## src/rtl/url_form_pair_encoder_assert.svh

```systemverilog
// assertion macros used by the url form pair encoder rtl
`ifndef URL_FORM_PAIR_ENCODER_ASSERT_SVH
`define URL_FORM_PAIR_ENCODER_ASSERT_SVH

// same-cycle implication, checked outside reset
`define UFPE_ASSERT_NOW(label, clk, rst_n, ante, cons) \
    label: assert property (@(posedge clk) disable iff (!rst_n) (ante) |-> (cons)) \
        else $error("ufpe assertion failed");

// next-cycle implication, checked outside reset
`define UFPE_ASSERT_NEXT(label, clk, rst_n, ante, cons) \
    label: assert property (@(posedge clk) disable iff (!rst_n) (ante) |=> (cons)) \
        else $error("ufpe assertion failed");

`endif

```

## src/rtl/ufpe_pkg.sv

```systemverilog
// shared types, constants and helper functions of the url form pair encoder
package ufpe_pkg;

    localparam int unsigned POS_WIDTH_DEFAULT = 16;
    localparam logic [15:0] BUFFER_LIMIT_RESET = 16'd1024;

    typedef enum logic [1:0] {
        OP_START = 2'd0,
        OP_KEY   = 2'd1,
        OP_VALUE = 2'd2,
        OP_END   = 2'd3
    } opcode_t;

    typedef enum logic [1:0] {
        ST_DATA = 2'd0,
        ST_DONE = 2'd1,
        ST_FAIL = 2'd2
    } status_t;

    localparam logic [7:0] CH_AMP   = 8'h26;
    localparam logic [7:0] CH_EQ    = 8'h3d;
    localparam logic [7:0] CH_PCT   = 8'h25;
    localparam logic [7:0] CH_PLUS  = 8'h2b;
    localparam logic [7:0] CH_SPACE = 8'h20;
    localparam logic [7:0] CH_ZERO  = 8'h30;
    localparam logic [7:0] CH_NINE  = 8'h39;
    localparam logic [7:0] CH_UA    = 8'h41;
    localparam logic [7:0] CH_UZ    = 8'h5a;
    localparam logic [7:0] CH_LA    = 8'h61;
    localparam logic [7:0] CH_LZ    = 8'h7a;
    localparam logic [7:0] CH_DOT   = 8'h2e;
    localparam logic [7:0] CH_DASH  = 8'h2d;
    localparam logic [7:0] CH_UNDER = 8'h5f;
    localparam logic [3:0] HEX_ALPHA_START = 4'd10;

    // what one step of an item does
    typedef struct packed {
        logic [7:0] ch;          // character written by this step
        logic       writes;      // step performs a buffer write
        logic       final_step;  // last step of the item
    } step_info_t;

    function automatic logic is_plain(input logic [7:0] c);
        is_plain = (c >= CH_LA && c <= CH_LZ) || (c >= CH_UA && c <= CH_UZ) ||
                   (c >= CH_ZERO && c <= CH_NINE) ||
                   c == CH_DOT || c == CH_DASH || c == CH_UNDER;
    endfunction

    function automatic logic [7:0] hex_digit(input logic [3:0] n);
        if (n >= HEX_ALPHA_START)
            hex_digit = CH_UA + {4'd0, n - HEX_ALPHA_START};
        else
            hex_digit = CH_ZERO + {4'd0, n};
    endfunction

endpackage

```

## src/rtl/ufpe_char_sel.sv

```systemverilog
// picks the character and step flags for one step of the held item
module ufpe_char_sel (
    input  ufpe_pkg::opcode_t    op,
    input  logic [7:0]           data_byte,
    input  logic                 prior_nonzero,
    input  logic [1:0]           step_idx,
    input  logic                 eq_needed,
    output ufpe_pkg::step_info_t info
);
    import ufpe_pkg::*;

    logic       plain;
    logic       space;
    logic [1:0] enc_last;
    logic [1:0] enc_idx;
    logic [7:0] enc_ch;

    always_comb
    begin
        plain    = is_plain(data_byte);
        space    = (data_byte == CH_SPACE);
        enc_last = (plain || space) ? 2'd0 : 2'd2;
        // value bytes that open the value shift the escape sequence by one for '='
        enc_idx  = (op == OP_VALUE && eq_needed) ? step_idx - 2'd1 : step_idx;

        if (plain)
            enc_ch = data_byte;
        else if (space)
            enc_ch = CH_PLUS;
        else if (enc_idx == 2'd0)
            enc_ch = CH_PCT;
        else if (enc_idx == 2'd1)
            enc_ch = hex_digit(data_byte[7:4]);
        else
            enc_ch = hex_digit(data_byte[3:0]);

        unique case (op)
            OP_START:
            begin
                info.ch         = CH_AMP;
                info.writes     = prior_nonzero;
                info.final_step = 1'b1;
            end
            OP_KEY:
            begin
                info.ch         = enc_ch;
                info.writes     = 1'b1;
                info.final_step = (step_idx == enc_last);
            end
            OP_VALUE:
            begin
                info.ch         = (eq_needed && step_idx == 2'd0) ? CH_EQ : enc_ch;
                info.writes     = 1'b1;
                info.final_step = (step_idx == enc_last + {1'b0, eq_needed});
            end
            OP_END:
            begin
                info.ch         = 8'd0;
                info.writes     = 1'b0;
                info.final_step = 1'b1;
            end
            default:
            begin
                info.ch         = 8'd0;
                info.writes     = 1'b0;
                info.final_step = 1'b1;
            end
        endcase
    end

endmodule

```

## src/rtl/url_form_pair_encoder.sv

```systemverilog
// top level of the url form pair encoder: item register, step sequencer, result register
`include "url_form_pair_encoder_assert.svh"

// Appends one key=value pair, form-urlencoded, to a destination buffer of buffer_limit
// bytes. Send a start item (prior_length = bytes already in the buffer), then key and value
// bytes, then an end item. Each written character comes out as one transfer with its buffer
// position (status 0); the end item gives one transfer with the new length (status 1) or the
// offset to clear from (status 2). last marks the final transfer caused by an input item;
// items that cause nothing (start with zero length, bytes after the pair failed) give none.
// Timing: the output register takes one character per cycle while out_ready is high, and
// an item takes one step per character: start and end items finish in their first step, a key
// byte gives 1 or 3 characters, a value byte 1 to 4 (the first one carries '='). The next
// item is taken in the cycle the current one finishes its last step; each item passes
// through the item register and then the result register.
// buffer_limit may only be written while no pair traffic is in flight.
module url_form_pair_encoder #(
    parameter int unsigned POS_WIDTH = ufpe_pkg::POS_WIDTH_DEFAULT
) (
    input  logic        clk,
    input  logic        rst_n,
    // configuration
    input  logic        cfg_wr_en,
    input  logic [15:0] cfg_wr_data,
    // input channel
    input  logic        in_valid,
    output logic        in_ready,
    input  logic [1:0]  opcode,
    input  logic [7:0]  data_byte,
    input  logic [15:0] prior_length,
    // result channel
    output logic        out_valid,
    input  logic        out_ready,
    output logic [7:0]  out_byte,
    output logic [15:0] out_pos,
    output logic [1:0]  status,
    output logic        last
);
    import ufpe_pkg::*;

    // compare width: holds position + 1 and the 16-bit limit
    localparam int unsigned CMP_WIDTH = (POS_WIDTH + 1 > 16) ? POS_WIDTH + 1 : 16;

    // configuration
    logic [15:0]          buffer_limit_reg;

    // held input item
    logic                 item_valid_reg, item_valid_next;
    opcode_t              item_op_reg;
    logic [7:0]           item_byte_reg;
    logic [POS_WIDTH-1:0] item_prior_reg;
    logic                 item_prior_nz_reg;
    logic [1:0]           step_reg, step_next;
    logic                 eq_reg, eq_next;

    // pair state
    logic [POS_WIDTH-1:0] wp_reg, wp_next;
    logic [POS_WIDTH-1:0] pair_start_reg, pair_start_next;
    logic                 ovf_reg, ovf_next;
    logic                 key_seen_reg, key_seen_next;
    logic                 value_seen_reg, value_seen_next;

    // result register
    logic                 out_valid_reg, out_valid_next;
    logic [7:0]           out_byte_reg, out_byte_next;
    logic [15:0]          out_pos_reg, out_pos_next;
    status_t              out_status_reg, out_status_next;
    logic                 out_last_reg, out_last_next;

    // step datapath
    step_info_t           sel;
    logic                 accept;
    logic                 step_fire;
    logic                 eq_now;
    logic [POS_WIDTH-1:0] base_p;
    logic                 base_ovf;
    logic [CMP_WIDTH-1:0] p_ext;
    logic [CMP_WIDTH-1:0] next_ext;
    logic [CMP_WIDTH-1:0] lim_ext;
    logic                 do_write;
    logic                 emit_data;
    logic                 ovf_after;
    logic                 end_fail;
    logic                 load_out;

    // '=' is due only on the first value byte; decided at step 0 and held for the item
    assign eq_now = (step_reg == 2'd0) ? !value_seen_reg : eq_reg;

    ufpe_char_sel u_char_sel (
        .op            (item_op_reg),
        .data_byte     (item_byte_reg),
        .prior_nonzero (item_prior_nz_reg),
        .step_idx      (step_reg),
        .eq_needed     (eq_now),
        .info          (sel)
    );

    // a step advances whenever the result register is free or being drained
    assign step_fire = item_valid_reg && (!out_valid_reg || out_ready);
    assign in_ready  = !item_valid_reg || (step_fire && sel.final_step);
    assign accept    = in_valid && in_ready;

    always_comb
    begin
        // start item restarts the pair from prior_length before its '&'
        base_p    = (item_op_reg == OP_START) ? item_prior_reg : wp_reg;
        base_ovf  = (item_op_reg == OP_START) ? 1'b0 : ovf_reg;
        p_ext     = CMP_WIDTH'(base_p);
        next_ext  = p_ext + CMP_WIDTH'(1);
        lim_ext   = CMP_WIDTH'(buffer_limit_reg);
        // writes after failure are dropped without touching the position
        do_write  = sel.writes && !base_ovf;
        emit_data = do_write && (p_ext < lim_ext);
        ovf_after = base_ovf || (do_write && (next_ext >= lim_ext));
        end_fail  = ovf_reg || !key_seen_reg || !value_seen_reg;
        load_out  = step_fire && (emit_data || item_op_reg == OP_END);

        wp_next         = wp_reg;
        pair_start_next = pair_start_reg;
        ovf_next        = ovf_reg;
        key_seen_next   = key_seen_reg;
        value_seen_next = value_seen_reg;
        eq_next         = eq_reg;
        step_next       = step_reg;
        item_valid_next = item_valid_reg;

        if (step_fire)
        begin
            wp_next  = do_write ? base_p + POS_WIDTH'(1) : base_p;
            ovf_next = ovf_after;
            case (item_op_reg)
                OP_START:
                begin
                    pair_start_next = item_prior_reg;
                    key_seen_next   = 1'b0;
                    value_seen_next = 1'b0;
                end
                OP_KEY:
                begin
                    key_seen_next = 1'b1;
                end
                OP_VALUE:
                begin
                    value_seen_next = 1'b1;
                    eq_next         = eq_now;
                end
                default:
                begin
                    // end item leaves the pair state alone
                end
            endcase
            if (sel.final_step)
            begin
                step_next       = 2'd0;
                item_valid_next = 1'b0;
            end
            else
            begin
                step_next = step_reg + 2'd1;
            end
        end
        if (accept)
        begin
            item_valid_next = 1'b1;
            step_next       = 2'd0;
        end

        // result payload
        if (item_op_reg == OP_END)
        begin
            out_byte_next   = 8'd0;
            out_pos_next    = end_fail ? 16'(pair_start_reg) : 16'(wp_reg);
            out_status_next = end_fail ? ST_FAIL : ST_DONE;
            out_last_next   = 1'b1;
        end
        else
        begin
            out_byte_next   = sel.ch;
            out_pos_next    = 16'(base_p);
            out_status_next = ST_DATA;
            // a write that fails the pair is the last thing the item produces
            out_last_next   = sel.final_step || ovf_after;
        end

        if (load_out)
            out_valid_next = 1'b1;
        else if (out_ready)
            out_valid_next = 1'b0;
        else
            out_valid_next = out_valid_reg;
    end

    // control state
    always_ff @(posedge clk or negedge rst_n)
    begin
        if (!rst_n)
        begin
            buffer_limit_reg <= BUFFER_LIMIT_RESET;
            item_valid_reg   <= 1'b0;
            step_reg         <= 2'd0;
            eq_reg           <= 1'b0;
            wp_reg           <= '0;
            pair_start_reg   <= '0;
            ovf_reg          <= 1'b0;
            key_seen_reg     <= 1'b0;
            value_seen_reg   <= 1'b0;
            out_valid_reg    <= 1'b0;
        end
        else
        begin
            if (cfg_wr_en)
                buffer_limit_reg <= cfg_wr_data;
            item_valid_reg <= item_valid_next;
            step_reg       <= step_next;
            eq_reg         <= eq_next;
            wp_reg         <= wp_next;
            pair_start_reg <= pair_start_next;
            ovf_reg        <= ovf_next;
            key_seen_reg   <= key_seen_next;
            value_seen_reg <= value_seen_next;
            out_valid_reg  <= out_valid_next;
        end
    end

    // payload registers
    always_ff @(posedge clk)
    begin
        if (accept)
        begin
            item_op_reg       <= opcode_t'(opcode);
            item_byte_reg     <= data_byte;
            item_prior_reg    <= POS_WIDTH'(prior_length);
            item_prior_nz_reg <= (POS_WIDTH'(prior_length) != '0);
        end
        if (load_out)
        begin
            out_byte_reg   <= out_byte_next;
            out_pos_reg    <= out_pos_next;
            out_status_reg <= out_status_next;
            out_last_reg   <= out_last_next;
        end
    end

    assign out_valid = out_valid_reg;
    assign out_byte  = out_byte_reg;
    assign out_pos   = out_pos_reg;
    assign status    = out_status_reg;
    assign last      = out_last_reg;

    // only value bytes can run to a fourth step
    `UFPE_ASSERT_NOW(a_step_range, clk, rst_n,
        item_valid_reg && item_op_reg != OP_VALUE, step_reg != 2'd3)
    // completion and failure reports always close their item
    `UFPE_ASSERT_NOW(a_report_last, clk, rst_n,
        out_valid_reg && out_status_reg != ST_DATA, out_last_reg)
    // no character lands at or beyond the buffer size
    `UFPE_ASSERT_NEXT(a_data_in_buffer, clk, rst_n,
        load_out && item_op_reg != OP_END,
        out_valid_reg && out_status_reg == ST_DATA && out_pos_reg < buffer_limit_reg)
    // a new item is only taken when the held one is done
    `UFPE_ASSERT_NOW(a_take_when_done, clk, rst_n,
        in_ready && item_valid_reg, step_fire && sel.final_step)

endmodule
```

## config.mk

```make
export PLATFORM = sky130hd
export DESIGN_NAME = url_form_pair_encoder
export DESIGN_NICKNAME = d
export VERILOG_FILES = /design/src/rtl/ufpe_pkg.sv /design/src/rtl/ufpe_char_sel.sv /design/src/rtl/url_form_pair_encoder.sv
export VERILOG_INCLUDE_DIRS = /design/src /design/src/rtl
export SDC_FILE = /design/constraint.sdc
export NUM_CORES = 1
export LEC_CHECK = 0
export ABC_CLOCK_PERIOD_IN_PS = 13400
export BUFFER_PORTS_ARGS = -buffer_cell sky130_fd_sc_hd__buf_2
export CORE_UTILIZATION = 50
export DETAILED_ROUTE_END_ITERATION = 12
export PLACE_DENSITY = 0.81
export SLEW_MARGIN = 15
export SYNTH_ARGS = -nofsm -noshare
export SYNTH_HDL_FRONTEND = slang
export SYNTH_SLANG_ARGS = --single-unit
```

## constraint.sdc

```tcl
create_clock -name clk -period 13.4 [get_ports clk]
set_input_delay 2.68 -clock clk [delete_from_list [all_inputs] [get_ports clk]]
set_output_delay 2.68 -clock clk [all_outputs]
set_load 0.01 [all_outputs]
```

### Word-level counts from Yosys, hierarchy flattened

Index checks and enable logic that the tools add are counted.

* flip-flop bits (word level): 110
* input port bits: 47
* output and inout bits: 29
* word-level logic and storage cells: 120

* add/sub/neg operators: 11
* magnitude comparators: 10
* eq/ne operators: 10
* muxes and demuxes: 27
* reductions and logical operators: 44

Operators with widths (count)
* $mux 16: 4
* $mux 8: 7
* $pmux 10 s4: 1
* $eq 8x6->1 const B: 3
* $add 16x1->17 const B: 1
* $ge 17x16->1: 1
* $add 16x1->16 const B: 1
* $add 7x4->8 const A: 2
* $ge 8x7->1 const B: 2
* $le 8x7->1 const B: 2
* $lt 16x16->1: 1
* $reduce_bool 16->1: 1
* $add 6x4->7 const A: 2
* $logic_or 1x1->1: 13
* $logic_and 1x1->1: 12
* $mux 2: 6
* $reduce_and 2->1: 5
* $reduce_bool 2->1: 5
* $eq 8x7->1 const B: 1
* $ge 4x4->1 const B: 2
* $ge 8x6->1 const B: 1
* $le 8x6->1 const B: 1
* $sub 4x4->4 const B: 2
* $mux 1: 7
* 9 further kinds: 19

### Logic depth before layout (Yosys ltp)

* depth after elaboration: 17
* depth in mapped cells: 21
* depth with buffers taken out: 18

### Modules after synthesis

From an unflattened synthesis, not the netlist that was laid out.

* cell total of the unflattened synthesis: 686
* area total of the unflattened synthesis: 6821.5 um^2

Modules (own cells, without submodules)
* url_form_pair_encoder: times used 1, cells an instance 550, area each 5823.1 um^2, seq. area each 3024.2 um^2
* ufpe_char_sel: times used 1, cells an instance 136, area each 998.5 um^2, seq. area each 0.0 um^2

### Worst setup path before layout

Ideal clock, no wire load.

* path kind: input to output
* start point: input out_ready
* end point: output in_ready
* arrival time: 3090 ps
* required time: 10720 ps
* path slack: 7630 ps
* cell stages on the path: 3
* path buffers: 0
* cell sequence: nand2b_1 inv_1 o21ai_1

* longest elaborated chain between the ends: 4

Ends and longest elaborated chain
* from (decl): line url_form_pair_encoder.sv:32 `input logic out_ready,`
* $logic_or 1x1->1: line url_form_pair_encoder.sv:98 `assign step_fire = item_valid_reg && (!out_valid_reg || out_ready);`
* $logic_and 1x1->1: line url_form_pair_encoder.sv:98
* $logic_and 1x1->1: line url_form_pair_encoder.sv:99 `assign in_ready = !item_valid_reg || (step_fire && sel.final_step);`
* $logic_or 1x1->1: line url_form_pair_encoder.sv:99
* to (decl): line url_form_pair_encoder.sv:26 `output logic in_ready,`

Every way passes these cells.

### Worst setup path after layout

Ends and elaborated chain as after synthesis.

==> impl_metrics.csv <==
group,metric,value,unit
setup_path,worst_setup_path_end_kind,"primary output",
sta,layout_min_cycle_time,6000,ps
clock_tree,cts_resized,0,
yosys,synth_edf_count,54,
yosys,synth_seq_cells,110,
yosys,syn_avg_cell_area,10.3,µm²
die,pin_count,76,
setup_path,critical_path_required,10720,ps
yosys,ys_types,65,
die,die_h,116,µm
finish,nFillCells,1046,
yosys,synth_fp_nets,733,
clock_tree,ctsHtreeMaxLevel,3,
sta,slew_viol_final,0,
sta,max_freq,0.167,GHz
global_routing,grtUsageTotal,0.243,
clock_tree,postCtsHoldBufs,0,
yosys,ys_seq_area_frac,0.464,
global_routing,antenna_found_initial,0,
pwr,power.internal,922,µW
routing,drt-pass1-iter-count,7,
sta,report.final.setup_viol,0,
routing,dr.first_iter.drc_count,431,
sta,worstMarginPinSlew,1090,ps
place,place_congestion,0.971,
die,die_w,116,µm
setup_path,crit_fanout,5,
yosys,ys_async_sr_fraction,0.509,
pwr,clkPwrFrac,0.196,
die,die-area,13500,µm²
setup_path,crit_path_start_kind,"primary input",
pwr,p_leak,0.00312,µW
finish,diodes,0,
finish,drive_above_1_share,0.179,
finish,fin_nets,798,
die,rows,41,
place,port_buffers,75,
yosys,syn_inst,632,
die,core_area,12700,µm²
die,initial_core_util,0.515,
pwr,p_comb_frac,0.424,
finish,final_common_cell,"buf_2",
global_routing,grt_pass1_wl,25200,µm
routing,routed_via_density,5.91,
yosys,synth_area,6520,µm²
yosys,ys.warnings.count,0,
sta,skew,8.22,ps
clock_tree,clk_path_buf_depth,2,
routing,wirelength,15000,µm
clock_tree,path_clk_slew,70,ps
pwr,switching_share,0.392,
pwr,vdd_drop_max,0.0000831,V
yosys,synth_top_flop_cell,"dfrtp_1",
sta,rsz0062_at_grt,"false",
finish,syn_to_final_growth,13.2,%
pwr,powerDensity,205,nW/µm²
finish,final_cell_mix,"buf_2, o21ai_0, nand2_1",
setup_path,cp.arrival,3320,ps
routing,drc_errors,0,
sta,tns,0,ps
clock_tree,cts_root_buf,"clkbuf_16",
routing,ant_nets,0,
routing,via_count,5163,
sta,hold_violations,0,
pwr,p_seq_frac,0.379,
setup_path,worstSetupPathType,"in -> out",
clock_tree,tritoncts,"built",
run,drv_cap,0,
place,place_hpwl,10900,µm
run_status,status,"completed",
clock_tree,cts_made_buffers,9,
global_routing,grt_max_degree,57,
clock_tree,cts.sinks,110,
place,dp.cells,858,
global_routing,grt_overflow,0,
sta,fin_crit_sh,0.448,
pwr,power_switching,594,µW
clock_tree,post_cts_buffers,0,
global_routing,first_global_vias,5132,
routing,detail_route.wl_per_cell,17.2,µm
clock_tree,insertion_delay,360,ps
sta,max_slew_margin,0.274,
min_path,hp-class,"reg -> reg",
finish,final_cells,874,
-- cell families (layout without fill, tap and decap cells) --
kind of cell               count (synthesis)  in the layout  synth area share
other                                      1              1          0.000575
muxes                                     35             35            0.0574
and+or+nand+nor                          157            157             0.118
buffers and inverters                     75            145            0.0472
AOI/OAI and AO/OA                        165            165             0.161
DFF                                      110            110             0.464
adders and majority gates                 54             54             0.104
xor gates and xnor gates                  35             35            0.0482
-- stage by stage --
stage / cell area (µm²) / setup slack [ps] / utilization / total power [µW] / hold slack, ps
2_1_floorplan: 6520 / 7630 / - / 1020 / 442
3_3_place_gp: 7040 / 7390 / 0.556 / 1170 / 465
3_5_place_dp: 7040 / 7400 / 0.556 / 1210 / 490
4_1_cts: 7370 / 7390 / 0.582 / 1510 / 507
5_1_grt: 7380 / 7320 / 0.582 / 1620 / 533
6_report: 7380 / 7400 / 0.582 / 1520 / 509
-- layout make-up --
class                   count  area, µm²  share of cell area
multi-input cells         447       3220               0.436
flip-flops and latches    110       3020               0.410
repair buffers             79        405              0.0549
clock buffers              10        239              0.0324
well taps                 172        215              0.0292
inverters                  50        188              0.0254
clock inverters             6       91.3              0.0124
-- cells in the mapped netlist (all sizes together), types with 16 or more instances --
cell type	instances	area [µm²]
a21oi	25	125
a22oi	19	143
dfrtp	55	1380
edfxtp	54	1620
ha	54	676
inv	49	184
mux2	19	214
mux2i	16	160
nand2	61	229
nor2	28	105
o21ai	68	340
xnor2	33	297
-- final timing paths --
| kind | cells after the start | endpoint | slack [ps] | from |
|---|---|---|---|---|
| max | 5 | in_ready | 7400 | out_ready |
| min | 2 | wp_reg[14]$_DFFE_PN0P_ | 510 | wp_reg[14]$_DFFE_PN0P_ |
| max reg2reg | 19 | last$_SDFFCE_PP1P_ | 8650 | item_op_reg[0]$_DFFE_PP_ |
| min reg2reg | 2 | wp_reg[14]$_DFFE_PN0P_ | 510 | wp_reg[14]$_DFFE_PN0P_ |
| max in group asynchronous | 2 | wp_reg[7]$_DFFE_PN0P_ | 10470 | rst_n |
| min in group asynchronous | 2 | buffer_limit_reg[11]$_DFFE_PN0P_ | 2460 | rst_n |
-- per-layer routing --
metal | global-route usage | vias up | share of wire
met2 | 0.407 | 217 | 0.48
met4 | 0.105 | 0 | 0.024
li1 | - | 2414 | -
met5 | 0 | - | 0
met1 | 0.318 | 2493 | 0.43
met3 | 0.0337 | 39 | 0.063
-- power groups by stage --
stage	combinational (µW)	clock [µW]	sequential, µW
floorplan	443	0	574
global placement	600	0	570
detailed placement	628	0	577
CTS	637	300	573
global route	720	314	590
finish	643	297	575
-- critical path: stages --
cell and delay, ps:
buf_2 70, nand2b_1 190, inv_1 80, o21ai_1 150, buf_2 150
Power figures use the tool's default switching activity.
